File: src/rtl/core/scfr_pkg.sv
`default_nettype none

package scfr_pkg;

    localparam int BYTE_W   = 8;
    localparam int INDEX_W  = 9;
    localparam int APB_AW   = 4;
    localparam int APB_DW   = 32;

    // frame layout
    localparam logic [INDEX_W-1:0] ADDR_INDEX = INDEX_W'(4);
    localparam logic [INDEX_W:0]   HEAD_BYTES = (INDEX_W + 1)'(3);

    // register indexes (paddr[3:2])
    localparam logic [1:0] REG_FIRST_HEADER  = 2'd0;
    localparam logic [1:0] REG_SECOND_HEADER = 2'd1;
    localparam logic [1:0] REG_LOCAL_ADDRESS = 2'd2;

    localparam logic [BYTE_W-1:0] RST_FIRST_HEADER  = 8'h55;
    localparam logic [BYTE_W-1:0] RST_SECOND_HEADER = 8'hAA;
    localparam logic [BYTE_W-1:0] RST_LOCAL_ADDRESS = 8'h01;

    typedef struct packed {
        logic [BYTE_W-1:0] first_header;
        logic [BYTE_W-1:0] second_header;
        logic [BYTE_W-1:0] local_address;
    } t_cfg;

    typedef enum logic [3:0] {
        PH_HUNT   = 4'b0001,
        PH_SECOND = 4'b0010,
        PH_LENGTH = 4'b0100,
        PH_BODY   = 4'b1000
    } t_phase;

endpackage

`default_nettype wire

File: src/rtl/core/scfr_regs.sv
`default_nettype none

module scfr_regs (
    input  wire logic                       i_clk,
    input  wire logic                       i_rst_n,
    input  wire logic                       psel,
    input  wire logic                       penable,
    input  wire logic                       pwrite,
    input  wire logic [scfr_pkg::APB_AW-1:0] paddr,
    input  wire logic [scfr_pkg::APB_DW-1:0] pwdata,
    output logic      [scfr_pkg::APB_DW-1:0] prdata,
    output logic                            pready,
    output scfr_pkg::t_cfg                  o_cfg
);
    import scfr_pkg::*;

    t_cfg       r_cfg;
    logic       wr_en;
    logic [1:0] reg_idx;

    assign pready  = 1'b1;
    assign wr_en   = psel & penable & pwrite;
    assign reg_idx = paddr[3:2];
    assign o_cfg   = r_cfg;

    always_ff @(posedge i_clk) begin
        if (!i_rst_n) begin
            r_cfg.first_header  <= RST_FIRST_HEADER;
            r_cfg.second_header <= RST_SECOND_HEADER;
            r_cfg.local_address <= RST_LOCAL_ADDRESS;
        end else if (wr_en) begin
            case (reg_idx)
                REG_FIRST_HEADER:  r_cfg.first_header  <= pwdata[BYTE_W-1:0];
                REG_SECOND_HEADER: r_cfg.second_header <= pwdata[BYTE_W-1:0];
                REG_LOCAL_ADDRESS: r_cfg.local_address <= pwdata[BYTE_W-1:0];
                default: ;
            endcase
        end
    end

    // misaligned reads return zero
    always_comb begin
        prdata = '0;
        if (paddr[1:0] == 2'b00) begin
            case (reg_idx)
                REG_FIRST_HEADER:  prdata = APB_DW'(r_cfg.first_header);
                REG_SECOND_HEADER: prdata = APB_DW'(r_cfg.second_header);
                REG_LOCAL_ADDRESS: prdata = APB_DW'(r_cfg.local_address);
                default:           prdata = '0;
            endcase
        end
    end

endmodule

`default_nettype wire

File: src/rtl/core/serial_command_frame_receiver.sv
// Channel  | Direction | Handshake                 | Payload
// ---------+-----------+---------------------------+----------------------------------------
// in       | input     | i_in_valid / o_in_ready   | i_rx_byte
// out      | output    | o_out_valid / i_out_ready | o_frame_byte, o_byte_index, o_last_byte,
//          |           |                           | o_checksum_ok, o_address_ok
// config   | input     | APB psel/penable/pready   | paddr, pwdata, prdata
//
// One beat per cycle while the output is not stalled: each byte is decoded against
// the frame state registers, and a byte kept as part of a frame lands in the
// output register at the edge it is accepted.
// The output register is the only buffer; the input is taken whenever it is
// empty or being drained in the same cycle, so o_in_ready follows i_out_ready.
// Synchronous active-low reset returns to hunting for the first header.
`default_nettype none

module serial_command_frame_receiver (
    input  wire logic                        i_clk,
    input  wire logic                        i_rst_n,
    input  wire logic                        i_in_valid,
    output logic                             o_in_ready,
    input  wire logic [scfr_pkg::BYTE_W-1:0]  i_rx_byte,
    output logic                             o_out_valid,
    input  wire logic                        i_out_ready,
    output logic      [scfr_pkg::BYTE_W-1:0]  o_frame_byte,
    output logic      [scfr_pkg::INDEX_W-1:0] o_byte_index,
    output logic                             o_last_byte,
    output logic                             o_checksum_ok,
    output logic                             o_address_ok,
    input  wire logic                        psel,
    input  wire logic                        penable,
    input  wire logic                        pwrite,
    input  wire logic [scfr_pkg::APB_AW-1:0]  paddr,
    input  wire logic [scfr_pkg::APB_DW-1:0]  pwdata,
    output logic      [scfr_pkg::APB_DW-1:0]  prdata,
    output logic                             pready
);
    import scfr_pkg::*;

    t_cfg cfg;

    scfr_regs u_regs (
        .i_clk   (i_clk),
        .i_rst_n (i_rst_n),
        .psel    (psel),
        .penable (penable),
        .pwrite  (pwrite),
        .paddr   (paddr),
        .pwdata  (pwdata),
        .prdata  (prdata),
        .pready  (pready),
        .o_cfg   (cfg)
    );

    // frame state
    t_phase              r_phase, n_phase;
    logic [BYTE_W-1:0]   r_len, n_len;
    logic [INDEX_W-1:0]  r_count, n_count;
    logic [BYTE_W-1:0]   r_sum, n_sum;
    logic                r_seen, n_seen;

    // output register
    logic                r_out_valid;
    logic [BYTE_W-1:0]   r_byte;
    logic [INDEX_W-1:0]  r_index;
    logic                r_last, r_sum_ok, r_addr_ok;

    logic                in_fire;
    logic                emit, emit_last, emit_sum_ok, emit_addr_ok;
    logic                seen_now, is_last;

    assign o_in_ready = !r_out_valid || i_out_ready;
    assign in_fire    = i_in_valid && o_in_ready;

    assign seen_now = r_seen || ((r_count == ADDR_INDEX) && (i_rx_byte == cfg.local_address));
    assign is_last  = ((INDEX_W + 1)'(r_count) + (INDEX_W + 1)'(1))
                      >= ((INDEX_W + 1)'(r_len) + HEAD_BYTES);

    always_comb begin
        n_phase      = r_phase;
        n_len        = r_len;
        n_count      = r_count + INDEX_W'(1);
        n_sum        = r_sum + i_rx_byte;
        n_seen       = r_seen;
        emit         = 1'b1;
        emit_last    = 1'b0;
        emit_sum_ok  = 1'b0;
        emit_addr_ok = 1'b0;
        case (r_phase)
            PH_HUNT: begin
                n_count = INDEX_W'(1);
                n_sum   = i_rx_byte;
                n_seen  = 1'b0;
                n_len   = '0;
                if (i_rx_byte == cfg.first_header) begin
                    n_phase = PH_SECOND;
                end else begin
                    emit    = 1'b0;
                    n_count = '0;
                    n_sum   = '0;
                end
            end
            PH_SECOND: begin
                if (i_rx_byte == cfg.second_header) begin
                    n_phase = PH_LENGTH;
                end else begin
                    emit    = 1'b0;
                    n_phase = PH_HUNT;
                    n_count = '0;
                    n_sum   = '0;
                    n_len   = '0;
                    n_seen  = 1'b0;
                end
            end
            PH_LENGTH: begin
                n_len   = i_rx_byte;
                n_phase = PH_BODY;
            end
            PH_BODY: begin
                n_seen = seen_now;
                if (is_last) begin
                    emit_last    = 1'b1;
                    emit_sum_ok  = (r_sum == i_rx_byte);
                    emit_addr_ok = seen_now;
                    n_phase      = PH_HUNT;
                    n_len        = '0;
                    n_count      = '0;
                    n_sum        = '0;
                    n_seen       = 1'b0;
                end
            end
            default: begin
                emit    = 1'b0;
                n_phase = PH_HUNT;
                n_len   = '0;
                n_count = '0;
                n_sum   = '0;
                n_seen  = 1'b0;
            end
        endcase
    end

    always_ff @(posedge i_clk) begin
        if (!i_rst_n) begin
            r_phase <= PH_HUNT;
            r_len   <= '0;
            r_count <= '0;
            r_sum   <= '0;
            r_seen  <= 1'b0;
        end else if (in_fire) begin
            r_phase <= n_phase;
            r_len   <= n_len;
            r_count <= n_count;
            r_sum   <= n_sum;
            r_seen  <= n_seen;
        end
    end

    always_ff @(posedge i_clk) begin
        if (!i_rst_n) begin
            r_out_valid <= 1'b0;
        end else if (in_fire) begin
            r_out_valid <= emit;
        end else if (i_out_ready) begin
            r_out_valid <= 1'b0;
        end
    end

    always_ff @(posedge i_clk) begin
        if (in_fire && emit) begin
            r_byte    <= i_rx_byte;
            r_index   <= r_count;
            r_last    <= emit_last;
            r_sum_ok  <= emit_sum_ok;
            r_addr_ok <= emit_addr_ok;
        end
    end

    assign o_out_valid   = r_out_valid;
    assign o_frame_byte  = r_byte;
    assign o_byte_index  = r_index;
    assign o_last_byte   = r_last;
    assign o_checksum_ok = r_sum_ok;
    assign o_address_ok  = r_addr_ok;

`ifndef SYNTHESIS
    a_last_index: assert property (@(posedge i_clk) disable iff (!i_rst_n)
        o_out_valid && o_last_byte |-> o_byte_index >= INDEX_W'(3))
        else $error("frame ended before index three");

    a_flags_on_last: assert property (@(posedge i_clk) disable iff (!i_rst_n)
        o_out_valid && !o_last_byte |-> !o_checksum_ok && !o_address_ok)
        else $error("check flags set on a non-final beat");

    a_hunt_clean: assert property (@(posedge i_clk) disable iff (!i_rst_n)
        r_phase == PH_HUNT |-> r_count == '0 && r_sum == '0 && !r_seen)
        else $error("frame state not cleared while hunting");

    a_length_to_body: assert property (@(posedge i_clk) disable iff (!i_rst_n)
        in_fire && r_phase == PH_LENGTH |=> r_phase == PH_BODY && o_out_valid)
        else $error("length beat did not enter frame body");
`endif

endmodule

`default_nettype wire
File: config.mk
export PLATFORM = sky130hd
export DESIGN_NAME = serial_command_frame_receiver
export DESIGN_NICKNAME = d
export VERILOG_FILES = /design/src/rtl/core/scfr_pkg.sv /design/src/rtl/core/scfr_regs.sv /design/src/rtl/core/serial_command_frame_receiver.sv
export SDC_FILE = /design/constraint.sdc
export NUM_CORES = 1
export LEC_CHECK = 0
export BUFFER_PORTS_ARGS = -buffer_cell sky130_fd_sc_hd__buf_2
export CORE_MARGIN = 2
export CORE_UTILIZATION = 48
export CTS_CLUSTER_SIZE = 28
export DETAILED_ROUTE_END_ITERATION = 6
export HOLD_SLACK_MARGIN = 0.03
export PLACE_DENSITY = 0.73
export SETUP_SLACK_MARGIN = 0.15
export SLEW_MARGIN = 20
export SYNTH_ARGS = -nofsm -noshare
export SYNTH_HDL_FRONTEND = slang
export SYNTH_SLANG_ARGS = --single-unit
export TNS_END_PERCENT = 20
File: constraint.sdc
create_clock -name i_clk -period 3.12 [get_ports i_clk]
set_input_delay 0.624 -clock i_clk [delete_from_list [all_inputs] [get_ports i_clk]]
set_output_delay 0.624 -clock i_clk [all_outputs]
set_load 0.03 [all_outputs]
==> results.toml <==
[placed_design]
dpl.hpwl_um = 6790
place_congestion = 0.857
dpl_cell_area_mm2 = 0.00466
port_buffers = 56

[sta]
finalMaxSlewViolations = 0
whs_ns = 0.491
fmax_mhz = 355
grt_setup_unrepaired = "yes"
worst_slew_pin_slew_ns = 0.646
post-route-min-period_ns = 2.82
fin_tns_setup_ns = 0
fin_skew_ns = 0.00894
hold_viol = 0
min_period_over_period = 0.903
setup_viol = 0
relSlewSlack = 0.568

[worst_setup_path]
r2r_slack_ns = 0.30
cp-end-kind = "flip-flop"
timing.rr.start = "r_count[3]"
reg2regPathDepth = 12
cp.arrival_ns = 3.03
worstPathRequired_ns = 3.34
critPathKind = "reg2reg"
crit_fanout = 16
rr_endpoint = "r_sum[1]"
start_kind = "flip-flop"

[grt]
first_global_vias = 3136
grt_max_degree = 32
grt_overflow = 0
grt_pass1_wl_um = 15000
antenna_found_initial = 0
grt_use_total = 0.190

[die]
row_count = 34
io_pins = 106
die_y_um = 99.6
core-area_mm2 = 0.00881
initial_utilization = 0.498
die-area_mm2 = 0.00992
fp.dieW_um = 99.6

[pwr]
power_density_mw_per_mm2 = 397
vdd_ir_drop_max_mv = 0.282
power.leakage_uw = 0.00197
power_uw = 1940

[finish]
finalCoreUtilization = 0.555
drive_gt1_frac = 0.228
fin_area_mm2 = 0.00489
area_growth_pct = 11.4
layout.nets = 589
n_antenna_cell = 0
fill_cells = 794

[hold_path]
holdPathStages = 2
worstHoldPathType = "reg2reg"
min_from = "u_regs.o_cfg[12]"
min_to = "u_regs.o_cfg[12]"

[routing]
drt-initial-drc-count = 130
ant_nets = 0
first_pass_iters = 5
drc = 0
wl_per_cell_um = 14.6
vias_per_cell = 5.30
vias = 3346
drt-total-wl_um = 9220

[logic_synthesis]
syn_avg_cell_area_um2 = 9.50
synth_common_cells = "dfxtp_1, nor2_1, nand2_1"
ys_ff_latch = 75
ys_seq_area_frac = 0.388
synthTopCellsByArea = "dfxtp_1, edfxtp_1, mux2i_1"
yosys.area.top_type = "dfxtp_1"
synth_edf_count = 20
ys.flop_type = "dfxtp_1"
synth_most_common_cell = "dfxtp_1"
netlist-cell-type-count = 58
syn_inst = 462
yosys_warnings = 0
async_flop_share = 0
synth_top_area_frac = 0.251
netlist_area_mm2 = 0.00439

[clocking]
cts_hold_buf = 0
cts-buffers-inserted = 9
insertion_delay_ns = 0.35
root_buffer = "clkbuf_8"
clk_pin_slew_ns = 0.08
cts_tree = "yes"
cts_sinks = 75
cts_buffer_depth = 2
cts-htree-levels = 3

[job]
maxCapViolCount = 0

[outcome]
status = "complete, no violations"
## per-stage QoR
stage / setup slack, ns / instances
2_1_floorplan: 0.511 / 485
3_3_place_gp: 0.416 / 611
3_5_place_dp: 0.329 / 611
4_1_cts: 0.291 / 627
5_1_grt: 0.0814 / 631
6_report: 0.304 / 631
## power breakdown
group          internal, uW  total, uW  leakage, uW  switching (uW)
Sequential              999       1000     0.000606            4.81
Combinational          58.0        200      0.00127             143
Clock                   366        735    0.0000950             369
## per-layer routing
metal | routed length (um) | global-route usage | vias to the layer above | part of all wire
met5 | 0 | 0 | - | 0
met1 | 4340 | 0.261 | 1563 | 0.47
li1 | - | - | 1666 | -
met3 | 522 | 0.0422 | 8 | 0.057
met4 | 88 | 0.0464 | 0 | 0.0095
met2 | 4270 | 0.306 | 109 | 0.46
## worst max-delay path, cell delays in order (launching register included)
cell	delay [ns]
dfxtp_1	0.40
and2_1	0.22
nand2_1	0.10
nor2_1	0.21
and3_1	0.20
xnor2_1	0.14
inv_1	0.08
ha_1	0.29
and3_1	0.18
a21oi_2	0.07
buf_4	0.15
o211ai_4	0.51
o22ai_2	0.13
## final cells by class
type | instances | area, um2 | share of cell area
inverter | 21 | 78.8 | 0.0161
sequential | 75 | 1710 | 0.349
clock inverter | 7 | 68.8 | 0.0141
timing repair buffer | 69 | 390 | 0.0799
multi-input combinational | 342 | 2390 | 0.488
tap | 108 | 135 | 0.0276
clock buffer | 9 | 124 | 0.0253
## how the worst max path moves through the flow
stage               cells past startpoint   endpoint       start
floorplan                               6  prdata[6]    paddr[2]
global placement                       12   r_len[3]  r_count[2]
detailed placement                     12   r_len[5]  r_count[2]
CTS                                    12   r_len[3]  r_count[2]
global route                           12   r_sum[1]  r_count[3]
finish                                 12   r_sum[1]  r_count[3]
## cell usage in the layout, fill, tap and decap left out, types with 4 or more instances in the layout
cell type and count:
ha_1 19, inv_1 19, nor2_1 40, dfxtp_1 52
buf_4 12, a22oi_2 6, mux2i_1 34, xor2_1 20
edfxtp_1 20, nand2_1 39, buf_2 56, xnor2_1 24
a21oi_1 19, nand3_1 27, a21o_1 5, and3_1 5
o21ai_1 11, clkbuf_8 9, nor3_1 5, a21oi_2 4
nand4_1 6, o22ai_2 8, conb_1 25
## logic make-up after synthesis
logic type | synth area share
AND/OR/NAND/NOR | 0.167
adder cells (fa/ha/maj) | 0.0587
flip-flops | 0.388
buffers and inverters | 0.0881
multiplexers | 0.0776
other | 0.00171
AO/OA/AOI/OAI | 0.127
XOR/XNOR | 0.0915
## flip-flops by register name, indices dropped and copies added (netlist names)
name and count:
u_regs.o_cfg 24, o_byte_index 9, r_count 9, o_frame_byte 8
r_len 8, r_sum 8, r_phase 4, o_address_ok 1
o_checksum_ok 1, o_last_byte 1, o_out_valid 1, r_seen 1
## what timing repair did
action / CTS / global route
buffers inserted: 0 / 4
setup endpoints to repair: 0 / 19
resized for setup: 0 / 3
Power figures use the tool's default switching activity.
